File: src/rtl/core/swld_pkg.sv
package swld_pkg;

    localparam logic [31:0] SYNC_WORD     = 32'h55AA_55AA;
    localparam logic [15:0] TIMEOUT_RESET = 16'd1000;
    localparam logic [15:0] MAXLEN_RESET  = 16'hFFFF;
    localparam logic [15:0] COUNT_MAX     = 16'hFFFF;

    localparam int CFG_W = 16;

    localparam logic CFG_TIMEOUT_TICKS = 1'b0;
    localparam logic CFG_MAX_LENGTH    = 1'b1;

    localparam logic KIND_BYTE = 1'b0;
    localparam logic KIND_TICK = 1'b1;

    typedef enum logic [1:0] {
        PH_HUNT = 2'd0,
        PH_LEN  = 2'd1,
        PH_PAY  = 2'd2
    } phase_t;

    typedef enum logic [1:0] {
        RK_PAYLOAD  = 2'd0,
        RK_EMPTY    = 2'd1,
        RK_OVERSIZE = 2'd2,
        RK_TIMEOUT  = 2'd3
    } rkind_t;

    typedef struct packed {
        logic       kind;
        logic [7:0] rx_byte;
    } item_t;

    typedef struct packed {
        logic       valid;
        rkind_t     kind;
        logic [7:0] payload_byte;
        logic       last;
    } result_t;

endpackage

File: src/rtl/core/swld_in_reg.sv
module swld_in_reg (
    input  logic          aclk,
    input  logic          aresetn,
    input  logic          s_tvalid,
    output logic          s_tready,
    input  logic [7:0]    s_tdata,   // rx_byte
    input  logic          s_tuser,   // kind
    input  logic          advance,
    output logic          item_valid,
    output swld_pkg::item_t item
);

    logic            valid_reg;
    logic            valid_next;
    swld_pkg::item_t item_reg;

    assign s_tready   = !valid_reg || advance;
    assign valid_next = s_tready ? s_tvalid : valid_reg;

    always_ff @(posedge aclk) begin
        if (!aresetn) begin
            valid_reg <= 1'b0;
        end else begin
            valid_reg <= valid_next;
        end
    end

    always_ff @(posedge aclk) begin
        if (s_tready && s_tvalid) begin
            item_reg.kind    <= s_tuser;
            item_reg.rx_byte <= s_tdata;
        end
    end

    assign item_valid = valid_reg;
    assign item       = item_reg;

endmodule

File: src/rtl/core/swld_core.sv
module swld_core #(
    parameter int LENGTH_BITS = 16
) (
    input  logic                     aclk,
    input  logic                     aresetn,
    input  logic                     cfg_wr_en,
    input  logic                     cfg_index,
    input  logic [swld_pkg::CFG_W-1:0] cfg_wdata,
    input  logic                     proc_en,
    input  swld_pkg::item_t          item,
    output swld_pkg::result_t        res
);

    localparam int CNT_W = (LENGTH_BITS < 16) ? LENGTH_BITS : 16;

    logic [15:0]      timeout_reg;
    logic [15:0]      maxlen_reg;

    swld_pkg::phase_t phase_reg,    phase_next;
    logic [31:0]      window_reg,   window_next;
    logic [1:0]       lbs_reg,      lbs_next;
    logic [31:0]      lval_reg,     lval_next;
    logic [CNT_W-1:0] left_reg,     left_next;
    logic [15:0]      wd_count_reg, wd_count_next;
    logic             armed_reg,    armed_next;

    logic [31:0]      window_shift;
    logic [31:0]      lval_acc;
    logic [15:0]      wd_inc;
    logic [CNT_W-1:0] left_dec;
    logic             len_too_wide;
    logic             len_over_max;

    always_ff @(posedge aclk) begin
        if (!aresetn) begin
            timeout_reg <= swld_pkg::TIMEOUT_RESET;
            maxlen_reg  <= swld_pkg::MAXLEN_RESET;
        end else if (cfg_wr_en) begin
            case (cfg_index)
                swld_pkg::CFG_TIMEOUT_TICKS: timeout_reg <= cfg_wdata;
                swld_pkg::CFG_MAX_LENGTH:    maxlen_reg  <= cfg_wdata;
                default:                     ;
            endcase
        end
    end

    assign window_shift = {item.rx_byte, window_reg[31:8]};
    assign lval_acc     = lval_reg | (32'(item.rx_byte) << {lbs_reg, 3'b000});
    assign wd_inc       = (wd_count_reg < swld_pkg::COUNT_MAX) ? wd_count_reg + 16'd1
                                                               : wd_count_reg;
    assign left_dec     = left_reg - CNT_W'(1);
    assign len_over_max = (|lval_acc[31:16]) || (lval_acc[15:0] > maxlen_reg);

    generate
        if (LENGTH_BITS >= 32) begin : g_full_len
            assign len_too_wide = 1'b0;
        end else begin : g_cap_len
            assign len_too_wide = |lval_acc[31:LENGTH_BITS];
        end
    endgenerate

    always_comb begin
        phase_next    = phase_reg;
        window_next   = window_reg;
        lbs_next      = lbs_reg;
        lval_next     = lval_reg;
        left_next     = left_reg;
        wd_count_next = wd_count_reg;
        armed_next    = armed_reg;
        res           = '0;
        res.kind      = swld_pkg::RK_PAYLOAD;

        if (item.kind == swld_pkg::KIND_TICK) begin
            if (armed_reg) begin
                wd_count_next = wd_inc;
                if (wd_inc >= timeout_reg) begin
                    armed_next = 1'b0;
                    res.valid  = 1'b1;
                    res.kind   = swld_pkg::RK_TIMEOUT;
                end
            end
        end else begin
            case (phase_reg)
                swld_pkg::PH_LEN: begin
                    lval_next = lval_acc;
                    if (lbs_reg != 2'd3) begin
                        lbs_next = lbs_reg + 2'd1;
                    end else begin
                        lbs_next = 2'd0;
                        if (lval_acc == 32'd0) begin
                            phase_next    = swld_pkg::PH_HUNT;
                            window_next   = '0;
                            wd_count_next = '0;
                            armed_next    = 1'b1;
                            res.valid     = 1'b1;
                            res.kind      = swld_pkg::RK_EMPTY;
                            res.last      = 1'b1;
                        end else if (len_over_max || len_too_wide) begin
                            phase_next  = swld_pkg::PH_HUNT;
                            window_next = '0;
                            res.valid   = 1'b1;
                            res.kind    = swld_pkg::RK_OVERSIZE;
                        end else begin
                            left_next  = lval_acc[CNT_W-1:0];
                            phase_next = swld_pkg::PH_PAY;
                        end
                    end
                end
                swld_pkg::PH_PAY: begin
                    left_next        = left_dec;
                    res.valid        = 1'b1;
                    res.payload_byte = item.rx_byte;
                    if (left_dec == '0) begin
                        phase_next    = swld_pkg::PH_HUNT;
                        window_next   = '0;
                        wd_count_next = '0;
                        armed_next    = 1'b1;
                        res.last      = 1'b1;
                    end
                end
                default: begin
                    if (window_shift == swld_pkg::SYNC_WORD) begin
                        window_next = '0;
                        phase_next  = swld_pkg::PH_LEN;
                        lbs_next    = 2'd0;
                        lval_next   = '0;
                    end else begin
                        window_next = window_shift;
                        phase_next  = swld_pkg::PH_HUNT;
                    end
                end
            endcase
        end
    end

    always_ff @(posedge aclk) begin
        if (!aresetn) begin
            phase_reg    <= swld_pkg::PH_HUNT;
            window_reg   <= '0;
            lbs_reg      <= '0;
            lval_reg     <= '0;
            left_reg     <= '0;
            wd_count_reg <= '0;
            armed_reg    <= 1'b1;
        end else if (proc_en) begin
            phase_reg    <= phase_next;
            window_reg   <= window_next;
            lbs_reg      <= lbs_next;
            lval_reg     <= lval_next;
            left_reg     <= left_next;
            wd_count_reg <= wd_count_next;
            armed_reg    <= armed_next;
        end
    end

    // payload results only come out of the payload phase
    a_payload_phase: assert property (@(posedge aclk) disable iff (!aresetn)
        proc_en && res.valid && res.kind == swld_pkg::RK_PAYLOAD
        |-> phase_reg == swld_pkg::PH_PAY)
        else $error("payload result outside payload phase");

    a_timeout_disarms: assert property (@(posedge aclk) disable iff (!aresetn)
        proc_en && res.valid && res.kind == swld_pkg::RK_TIMEOUT
        |=> !armed_reg)
        else $error("watchdog still armed after timeout");

    a_last_rearms: assert property (@(posedge aclk) disable iff (!aresetn)
        proc_en && res.valid && res.last
        |=> armed_reg && wd_count_reg == 16'd0 && phase_reg == swld_pkg::PH_HUNT)
        else $error("completed frame did not re-arm watchdog");

    a_tick_keeps_framing: assert property (@(posedge aclk) disable iff (!aresetn)
        proc_en && item.kind == swld_pkg::KIND_TICK
        |=> $stable(phase_reg) && $stable(window_reg) && $stable(left_reg))
        else $error("tick changed deframing state");

endmodule

File: src/rtl/core/swld_out_reg.sv
module swld_out_reg (
    input  logic              aclk,
    input  logic              aresetn,
    input  logic              load,
    input  swld_pkg::result_t res,
    output logic              out_free,
    output logic              m_tvalid,
    input  logic              m_tready,
    output logic [7:0]        m_tdata,   // payload_byte
    output logic [1:0]        m_tuser,   // result_kind
    output logic              m_tlast    // last_of_frame
);

    logic              valid_reg;
    logic              valid_next;
    swld_pkg::result_t res_reg;

    assign out_free = !valid_reg || m_tready;

    always_comb begin
        valid_next = valid_reg;
        if (load) begin
            valid_next = res.valid;
        end else if (m_tready) begin
            valid_next = 1'b0;
        end
    end

    always_ff @(posedge aclk) begin
        if (!aresetn) begin
            valid_reg <= 1'b0;
        end else begin
            valid_reg <= valid_next;
        end
    end

    always_ff @(posedge aclk) begin
        if (load && res.valid) begin
            res_reg <= res;
        end
    end

    assign m_tvalid = valid_reg;
    assign m_tdata  = res_reg.payload_byte;
    assign m_tuser  = res_reg.kind;
    assign m_tlast  = res_reg.last;

endmodule

File: src/rtl/core/sync_word_length_deframer.sv
// Sync-word, length-prefixed frame deframer. Input transfers carry either a
// received byte (s_tuser low) or one time tick (s_tuser high). The byte stream
// is searched for the sync word AA 55 AA 55, a 4-byte little-endian length
// follows, then that many payload bytes come out with m_tlast on the final one
// (acknowledgment due). m_tuser gives the result kind: 0 payload byte, 1 empty
// frame, 2 oversize length dropped, 3 watchdog timeout. One transfer is
// accepted per clock while s_tready is high; it passes through the input
// register, the single-pass compare/count logic and the result register
// before its result is presented on the m_ side. s_tready falls only while
// both registers are full and m_tready is low. Configuration is written
// through cfg_wr_en/cfg_index/cfg_wdata (0 timeout_ticks, 1 max_length); the
// user must write it only while the block is idle, not enforced by the block.
module sync_word_length_deframer #(
    parameter int LENGTH_BITS = 16
) (
    input  logic        aclk,
    input  logic        aresetn,
    input  logic        s_tvalid,
    output logic        s_tready,
    input  logic [7:0]  s_tdata,    // rx_byte
    input  logic        s_tuser,    // kind
    output logic        m_tvalid,
    input  logic        m_tready,
    output logic [7:0]  m_tdata,    // payload_byte
    output logic [1:0]  m_tuser,    // result_kind
    output logic        m_tlast,    // last_of_frame
    input  logic        cfg_wr_en,
    input  logic        cfg_index,
    input  logic [15:0] cfg_wdata
);

    logic              item_valid;
    swld_pkg::item_t   item;
    swld_pkg::result_t res;
    logic              out_free;
    logic              proc_en;

    assign proc_en = item_valid && out_free;

    swld_in_reg u_in_reg (
        .aclk       (aclk),
        .aresetn    (aresetn),
        .s_tvalid   (s_tvalid),
        .s_tready   (s_tready),
        .s_tdata    (s_tdata),
        .s_tuser    (s_tuser),
        .advance    (proc_en),
        .item_valid (item_valid),
        .item       (item)
    );

    swld_core #(
        .LENGTH_BITS (LENGTH_BITS)
    ) u_core (
        .aclk      (aclk),
        .aresetn   (aresetn),
        .cfg_wr_en (cfg_wr_en),
        .cfg_index (cfg_index),
        .cfg_wdata (cfg_wdata),
        .proc_en   (proc_en),
        .item      (item),
        .res       (res)
    );

    swld_out_reg u_out_reg (
        .aclk     (aclk),
        .aresetn  (aresetn),
        .load     (proc_en),
        .res      (res),
        .out_free (out_free),
        .m_tvalid (m_tvalid),
        .m_tready (m_tready),
        .m_tdata  (m_tdata),
        .m_tuser  (m_tuser),
        .m_tlast  (m_tlast)
    );

endmodule

File: config.mk
export PLATFORM = sky130hd
export DESIGN_NAME = sync_word_length_deframer
export DESIGN_NICKNAME = d
export VERILOG_FILES = /design/src/rtl/core/swld_pkg.sv /design/src/rtl/core/swld_in_reg.sv /design/src/rtl/core/swld_core.sv /design/src/rtl/core/swld_out_reg.sv /design/src/rtl/core/sync_word_length_deframer.sv
export SDC_FILE = /design/constraint.sdc
export NUM_CORES = 1
export LEC_CHECK = 0
export ABC_CLOCK_PERIOD_IN_PS = 4900
export BUFFER_PORTS_ARGS = -buffer_cell sky130_fd_sc_hd__buf_2
export CORE_ASPECT_RATIO = 0.75
export CORE_MARGIN = 10
export CORE_UTILIZATION = 60
export DETAILED_ROUTE_END_ITERATION = 16
export PLACE_DENSITY = 0.84
export SYNTH_ARGS = -nofsm -noshare
export SYNTH_HDL_FRONTEND = slang
export SYNTH_SLANG_ARGS = --single-unit
export TNS_END_PERCENT = 30
File: constraint.sdc
create_clock -name aclk -period 4.9 [get_ports aclk]
set_input_delay 0 -clock aclk [delete_from_list [all_inputs] [get_ports aclk]]
set_output_delay 0 -clock aclk [all_outputs]
set_load 0.1 [all_outputs]
Word-level counts from Yosys, hierarchy flattened
Index checks and enable logic that the tools add are counted.
W data, S select, Z words.
{"block": "word_totals", "n_memories": 0, "reg_bits": 155, "mem_bits_ro": 0, "latchBits": 0, "input_bits": 31, "mem_bits_rw": 0}
{"block": "op_classes", "shifts": 1, "n_reduce_logical": 25, "n_mul": 0, "bitwise_logic": 4, "add_sub_neg": 3, "magnitude_cmp": 3, "eq_ne": 13, "div_mod_pow": 0, "mux": 49}
{"cell": "$mux W32", "count": 6}
{"cell": "$mux W16", "count": 9}
{"cell": "$pmux W32 S2", "count": 2}
{"cell": "$pmux W16 S2", "count": 2}
{"cell": "$eq A32 B31 Y1 const B", "count": 1}
{"cell": "$logic_not A32 Y1", "count": 1}
{"cell": "$or A32 B32 Y32", "count": 1}
{"cell": "$shl A8 B5 Y32", "count": 1}
{"cell": "$mux W3", "count": 6}
{"cell": "$add A16 B1 Y16 const B", "count": 1}
{"cell": "$ge A16 B16 Y1", "count": 1}
{"cell": "$gt A16 B16 Y1", "count": 1}
{"cell": "$logic_not A16 Y1", "count": 1}
{"cell": "$lt A16 B16 Y1 const B", "count": 1}
{"cell": "$reduce_or A16 Y1", "count": 1}
{"cell": "$sub A16 B1 Y16 const B", "count": 1}
{"cell": "$mux W2", "count": 7}
{"cell": "$mux W1", "count": 12}
{"cell": "$reduce_and A6 Y1", "count": 2}
{"cell": "$reduce_and A5 Y1", "count": 2}
{"cell": "$ne A2 B2 Y1 const B", "count": 4}
{"cell": "$pmux W2 S2", "count": 2}
{"cell": "$reduce_and A4 Y1", "count": 2}
{"cell": "$ne A3 B2 Y1 const B", "count": 2}
{"cell": "15 further kinds", "count": 29}

Logic depth before layout (Yosys ltp)
Gate-level depths: netlist of the first run.
{"block": "depth", "depth_word": 11, "mapped_depth": 16}

Hierarchy
Synthesis of the first run repeated with hierarchy kept, for this count alone.
{"block": "hier_totals", "cells_unflattened": 913, "hier_area_um2": 7688.6}
{"mod": "swld_core", "n_inst": 1, "area_per_inst_um2": 6972.9, "seq_area_each_um2": 2502.4, "cells_each": 882}
{"mod": "swld_out_reg", "n_inst": 1, "area_per_inst_um2": 381.6, "seq_area_each_um2": 350.3, "cells_each": 16}
{"mod": "swld_in_reg", "n_inst": 1, "area_per_inst_um2": 327.8, "seq_area_each_um2": 290.3, "cells_each": 14}
{"mod": "sync_word_length_deframer", "n_inst": 1, "area_per_inst_um2": 6.3, "seq_area_each_um2": 0.0, "cells_each": 1}

Least setup slack after synthesis of the first run
No wires, ideal clock.
{"block": "synth_timing", "path_type": "flip-flop to flip-flop", "start": "reg u_core.wd_count_reg[3]", "end": "reg u_out_reg.res_reg (netlist bit u_out_reg.m_tdata[0]) (enable)", "arrival_ns": 3.457, "required_time_ns": 4.517, "path_slack_ns": 1.060, "setup_ns": 0.383, "path_stages_with_launch": 17, "path_cell_list": "dfxtp_1 clkbuf_1 nand4_1 or4_1 clkbuf_1 or2_2 clkbuf_1 nand4_1 xnor2_1 ha_1 a21o_1 a21o_1 a21oi_1 o21ai_0 a21o_1 nand2_1 o22ai_1"}
{"block": "synth_via", "elab_chain_cells": 7, "word_cells_on_any_way": 8, "cone_classes": "1 x add/sub; 2 x order compare; 4 x mux; 1 x reduce/logical"}
{"element": "start, declared", "line_no": "swld_core.sv:24", "text": "logic [15:0] wd_count_reg, wd_count_next;"}
{"element": "start signal, assigned", "line_no": "swld_core.sv:151", "text": "wd_count_reg <= wd_count_next;"}
{"element": "$add A16 B1 Y16 or $lt A16 B16 Y1 (tied branches)", "line_no": "swld_core.sv:49", "text": "assign wd_inc = (wd_count_reg < swld_pkg::COUNT_MAX) ? wd_count_reg + 16'd1"}
{"element": "$mux W16 *", "line_no": "swld_core.sv:49"}
{"element": "$ge A16 B16 Y1 *", "line_no": "swld_core.sv:76", "text": "if (wd_inc >= timeout_reg) begin"}
{"element": "$mux W3 *", "line_no": "swld_core.sv:76"}
{"element": "$mux W3 *", "line_no": "swld_core.sv:74", "text": "if (armed_reg) begin"}
{"element": "$mux W3 *", "line_no": "swld_core.sv:73", "text": "if (item.kind == swld_pkg::KIND_TICK) begin"}
{"element": "$logic_and A1 B1 Y1 *", "line_no": "swld_out_reg.sv:38", "text": "if (load && res.valid) begin"}
{"element": "end signal, assigned", "line_no": "swld_out_reg.sv:39", "text": "res_reg <= res;"}
{"element": "end, declared", "line_no": "swld_out_reg.sv:16", "text": "swld_pkg::result_t res_reg;"}
Every way passes the cells marked *; elsewhere a longest branch is shown, timed or not.
A chain may end at the register's enable or synchronous reset.

Worst setup path in the final report of the first run
{"block": "layout_timing", "start": "reg u_core.wd_count_reg[3]", "end": "reg u_out_reg.res_reg (netlist bit u_out_reg.m_tdata[1]) (enable)"}
The elaborated chain is that of the path after synthesis.

==> results.yml, run 1 <==
status:
  status: "finished, final reports clean"
clock_tree:
  clk_pin_slew_ns: 0.06
  ctsResizeCount: 0
  cts_max_level: 4
  numCtsBuffers: 17
  root_buffer: "clkbuf_16"
  cts_tree: "done"
  cts_buffer_depth: 2
  cts_sinks: 147
  post_cts_buffers: 0
  insertion_delay_ns: 0.43
timing:
  finalSetupTns_ns: 0
  fmax_ghz: 0.2351
  max-slew-margin-rel_pct: 26.79
  post-route-period-util_pct: 86.80
  finalHoldViolCount: 0
  worstMarginPinSlew_ns: 1.098
  skew_ns: 0.01242
  rsz0062_at_grt: "no"
  setup_viol: 0
  slew_violations: 0
  period_needed_ns: 4.253
critical_path:
  cp.arrival_ns: 4.30
  end_kind: "flip-flop"
  ff2ff_setup_slack_ns: 0.65
  worstRegToRegCells: 11
  start_kind: "flip-flop"
  r2r-start: "u_core.wd_count_reg[3]$_SDFFE_PN0P_"
  path_max_fanout: 11
  crit_type: "reg2reg"
  reg2reg_to: "u_out_reg.m_tdata[1]$_SDFFCE_PP0P_"
  worstPathRequired_ns: 4.94
die:
  die_w_um: 151.3
  num_rows: 35
  ios: 44
  initial_core_util_pct: 62.19
  die_h_um: 118.5
  die-area_sq_mm: 0.01793
  core_sq_mm: 0.01248
synth:
  synth_top_area_share_pct: 32.76
  synth.net_count: 989
  synth_area_sq_mm: 0.007761
  ys.flop_type: "dfxtp_1"
  synth.distinct_cells: 69
  synth_edf_count: 20
  synth_seq_cells: 147
  synthTopCellsByArea: "dfxtp_1 (33%), edfxtp_1 (7.7%), nand2_1 (7.4%), ha_1 (6.1%), mux2i_1 (4.4%)"
  syn_inst: 920
  avgSynthCellArea_sq_um: 8.436
  async_flop_share_pct: 0
  yosys.area.top_type: "dfxtp_1"
  yosysSeqAreaShare_pct: 40.50
  ys_warn_count: 0
detailed_routing:
  dr.first_iter.drc_count: 795
  via_count: 6923
  wirelength_um: 20110
  drcViolationCount: 0
  wire_per_inst_um: 17.86
  viasPerCell: 6.148
  ant_nets: 0
  detail_route.first_pass.iterations: 6
layout:
  num-fill-cells: 937
  largest_reg_flops: 32
  final_common_cell: "nand2_1"
  final_cell_mix: "nand2_1 (152), dfxtp_1 (127), nor2_1 (66)"
  antenna_cells: 0
  drive_gt1_share_pct: 9.375
  nNetsFinal: 1016
  area_growth_pct: 13.45
worst_hold_path:
  whs_path_depth: 4
  holdCritPathClass: "in2reg"
  min-delay-start: "m_tready"
  holdPathEnd: "u_out_reg.m_tvalid$_SDFFE_PN0P_"
pwr:
  vdd_drop_max_v: 0.0002552
  p_total_mw: 2.733
  p_leak_nw: 3.788
  cellPowerDensity_mw_per_mm2: 310.4
global_routing:
  grt_pass1_vias: 6529
  antenna_found_initial: 0
  grt_pass1_wl_um: 33330
  grt_usage_pct: 22.43
  grt_max_degree: 56
  overflow: 0
place:
  port_buffers: 43
  dp_hpwl_um: 13300
  gp_congestion: 0.9524
flow_run:
  maxCapViolations: 0
==> cell usage after synthesis, types with 4 or more instances <==
cell      number
a21o_1        29
a21oi_1       36
a22oi_1       40
a31oi_1        4
and2_1        17
and3_1         6
and4_1         4
buf_1          5
buf_2          4
clkbuf_1      56
dfxtp_1      127
edfxtp_1      20
ha_1          38
inv_1         44
mux2i_1       34
nand2_1      152
nand2b_1       9
nand3_1       21
nand4_1       14
nor2_1        66
nor2b_1        9
nor3_1        15
nor4_1        14
o211ai_1      27
o21ai_0       17
o22ai_1       14
or3_1          6
or4_1          9
xnor2_1       13
xor2_1         5
==> power breakdown <==
group	leakage, nW	switching (mW)	internal (mW)
clock network	0.269	0.547	0.758
logic	2.28	0.0957	0.0654
registers	1.23	0.0242	1.24
total	3.79	0.667	2.07
==> per-layer routing <==
layer / vias up / share of wire, % / GRT usage (%)
met5: - / 0 / 0
met4: 0 / 2.4 / 8.583
met3: 59 / 8.6 / 5.947
met2: 324 / 43 / 31.64
met1: 3206 / 46 / 31.73
li1: 3334 / - / -
==> critical path, stage by stage (launching register included) <==
cell     delay, ns
dfxtp_1       0.45
nand4_1       0.18
or4_1         0.65
o21ai_0       0.51
nor3_1        0.12
xnor2_1       0.17
ha_1          0.30
nand4_1       0.09
nor4_1        0.25
a21o_1        0.21
nand2_1       0.09
o22ai_1       0.83
==> how the worst max path moves through the flow <==
stage                                        startpoint                                 end  depth (start not counted)
floorplan           u_core.wd_count_reg[3]$_SDFFE_PN0P_  u_out_reg.m_tdata[0]$_SDFFCE_PP0P_                         16
global placement    u_core.wd_count_reg[3]$_SDFFE_PN0P_  u_out_reg.m_tdata[4]$_SDFFCE_PP0P_                         11
detailed placement  u_core.wd_count_reg[3]$_SDFFE_PN0P_  u_out_reg.m_tdata[0]$_SDFFCE_PP0P_                         11
CTS                 u_core.wd_count_reg[3]$_SDFFE_PN0P_  u_out_reg.m_tdata[1]$_SDFFCE_PP0P_                         11
global route        u_core.wd_count_reg[3]$_SDFFE_PN0P_  u_out_reg.m_tdata[1]$_SDFFCE_PP0P_                         11
finish              u_core.wd_count_reg[3]$_SDFFE_PN0P_  u_out_reg.m_tdata[1]$_SDFFCE_PP0P_                         11
==> kinds of logic after synthesis <==
family | share of synthesized area [%]
fa+ha+maj | 6.126
buf+inv | 5.787
flops | 40.50
mux | 4.530
compound gates | 18.10
simple gates | 22.92
xor+xnor | 2.031
==> timing repair <==
| item | CTS | global route |
|---|---|---|
| endpoints found under the hold margin | 42 | 0 |
| endpoints found under the setup margin | 0 | 0 |
| hold buffers | 27 | 0 |
==> through the flow <==
step | cell area (sq um) | setup WS (ns) | hold slack, ns | util, % | std cells
final | 8805 | 0.6468 | 0.06164 | 70.55 | 1126
after floorplan | 7761 | 1.060 | 0.09887 | - | 920
after global routing | 8805 | 0.2800 | 0.1056 | 70.55 | 1126
after global placement | 7953 | 0.7479 | 0.1765 | 63.72 | 1067
after CTS | 8805 | 0.6655 | 0.05449 | 70.55 | 1126
after detailed placement | 7953 | 0.6923 | 0.1782 | 63.72 | 1067
==> cell type report <==
class / count / area [sq um] / share of cell area (%)
multi-input combinational: 659 / 4169 / 47.35
sequential: 147 / 3143 / 35.70
timing repair buffer: 76 / 530.5 / 6.025
clock buffer: 19 / 432.9 / 4.917
tap: 166 / 207.7 / 2.359
inverter: 46 / 172.7 / 1.961
clock inverter: 13 / 148.9 / 1.691
Note: power is estimated with default switching activity, not from simulation.
==> run 2, diff against run 1 <==
- BUFFER_PORTS_ARGS: -buffer_cell sky130_fd_sc_hd__buf_2 -> unset
- DONT_BUFFER_PORTS: unset -> 1
- PLACE_DENSITY: 0.84 -> 0.81
==> run 2 against run 1 <==
Net effect: first-iteration DRC count grew 34%; worst setup slack lost 0.021 ns; worst hold slack lost 0.052 ns; sequential share of layout area grew 0.28 points; design area shrank 0.77%; non-clock buffer count shrank 31; routed wire length grew 2.3%; critical path type unchanged; largest cell class unchanged.
==> results.yml, run 2 (synthesized netlist as in run 1, its figures left out) <==
die:
  num_rows: 35
  die-area_sq_mm: 0.01793
  core_sq_mm: 0.01248
  initial_core_util_pct: 62.19
  ios: 44
  die_h_um: 118.5
  die_w_um: 151.3
layout:
  drive_gt1_share_pct: 5.382
  area_growth_pct: 12.57
  final_common_cell: "nand2_1"
  nNetsFinal: 985
  largest_reg_flops: 32
  antenna_cells: 0
  final_cell_mix: "nand2_1 (152), dfxtp_1 (127), nor2_1 (66)"
  fin_util_pct: 70.01
  num-fill-cells: 941
status:
  status: "finished, final reports clean"
critical_path:
  crit_chain: "nand4_1, or4_1, o21ai_0, nor2_1, xnor2_1, ha_1, o21a_1, nor2_1, nor4_1, a21o_1, nand2_1, o22ai_1"
  crit_path_start: "u_core.wd_count_reg[3]$_SDFFE_PN0P_"
  path_common_cell: "nor2_1"
  start_kind: "flip-flop"
  path_max_fanout: 11
  crit_type: "reg2reg"
  worstPathRequired_ns: 4.94
  end_kind: "flip-flop"
  slowest_stage: "o22ai_1"
  crit_buf_inv: 0
  cp_top_family: "compound AO/OA/AOI/OAI gates"
  cp.arrival_ns: 4.32
  r2r-start: "u_core.wd_count_reg[3]$_SDFFE_PN0P_"
  cpPeakStageDelay_ns: 0.77
timing:
  finalSetupTns_ns: 0
  skew_ns: 0.009571
  fmax_ghz: 0.2340
  max-slew-margin-rel_pct: 33.46
  slew_violations: 0
  post-route-period-util_pct: 87.22
  finalHoldViolCount: 0
  period_needed_ns: 4.274
  worstMarginPinSlew_ns: 0.9982
  rsz0062_at_grt: "no"
  worst_slack_ns: 0.6260
  setup_viol: 0
clock_tree:
  post_cts_buffers: 0
  numCtsBuffers: 17
  cts_sinks: 147
  cts_buffer_depth: 2
  hold_buffers: 38
  cts_max_level: 4
  clk_pin_slew_ns: 0.06
  ctsResizeCount: 0
  insertion_delay_ns: 0.43
  root_buffer: "clkbuf_16"
  cts_tree: "done"
pwr:
  cellPowerDensity_mw_per_mm2: 315.4
  vdd_drop_max_v: 0.0002383
  p_leak_nw: 3.674
  p_total_mw: 2.756
detailed_routing:
  drcViolationCount: 0
  via_count: 6887
  wirelength_um: 20560
  detail_route.first_pass.iterations: 5
  ant_nets: 0
  viasPerCell: 6.289
  wire_per_inst_um: 18.78
  dr.first_iter.drc_count: 1062
place:
  dp_hpwl_um: 13140
  port_buffers: 0
  dp_slack_ns: 0.6744
  gp_congestion: 0.9452
global_routing:
  grt_max_degree: 101
  grt_pass1_vias: 6314
  grt_pass1_wl_um: 33500
  antenna_found_initial: 0
  grt_usage_pct: 22.85
  overflow: 0
flow_run:
  maxCapViolations: 0
worst_hold_path:
  holdCritPathClass: "in2reg"
  min-delay-start: "aresetn"
-- run 2: cell count changes in the layout (fill, tap and decap cells not counted), moves of 2 or more --
| cell | change |
|---|---|
| buf_2 | -43 |
| clkbuf_1 | -2 |
| clkinv_4 | +2 |
| clkinvlp_4 | -3 |
| dlygate4sd3_1 | +10 |
| inv_6 | +3 |
-- run 2: where the power goes --
group / total [mW] / internal [mW] / leakage, nW / switching, mW
sequential: 1.27 / 1.24 / 1.23 / 0.0250
combinational: 0.158 / 0.0650 / 2.15 / 0.0926
clock: 1.33 / 0.765 / 0.286 / 0.566
total: 2.76 / 2.07 / 3.67 / 0.683
-- run 2: worst reg2reg max path, stage by stage, from the launching register on --
cell     delay [ns]
dfxtp_1        0.45
nand4_1        0.19
or4_1          0.64
o21ai_0        0.55
nor2_1         0.12
xnor2_1        0.19
ha_1           0.29
o21a_1         0.11
nor2_1         0.04
nor4_1         0.24
a21o_1         0.22
nand2_1        0.10
o22ai_1        0.77
-- run 2: final timing paths --
path / end / slack, ns / cells past startpoint
setup / recovery: u_out_reg.m_tdata[3]$_SDFFCE_PP0P_ / 0.63 / 12
hold reg to reg: u_core.window_reg[15]$_SDFFE_PN0P_ / 0.46 / 2
hold / removal: u_core.window_reg[21]$_SDFFE_PN0P_ / 0.009 / 4
setup reg to reg: u_out_reg.m_tdata[3]$_SDFFCE_PP0P_ / 0.63 / 12
-- run 2: layout make-up --
| cell class | count | area [sq um] | area share (%) |
|---|---|---|---|
| Sequential cell | 147 | 3143 | 35.97 |
| Inverter | 46 | 172.7 | 1.976 |
| Clock buffer | 17 | 425.4 | 4.869 |
| Multi-Input combinational cell | 659 | 4169 | 47.72 |
| Tap cell | 166 | 207.7 | 2.377 |
| Clock inverter | 15 | 168.9 | 1.933 |
| Timing Repair Buffer | 45 | 450.4 | 5.155 |
-- run 2: routing by layer --
layer	vias up	global-route usage [%]	part of all wire, %
li1	3269	-	-
met1	3219	33.17	46
met2	357	32.29	43
met3	42	5.681	8.7
met4	0	6.963	2.0
met5	-	0	0
-- run 2: through the flow --
step	hold WS [ns]	cell area [sq um]	std cells
final	0.009306	8737	1095
after global placement	0.09896	7745	1025
after detailed placement	0.09896	7745	1025
after floorplan	0.09887	7761	920
after CTS	0.0001184	8737	1095
after global routing	0.06533	8737	1095
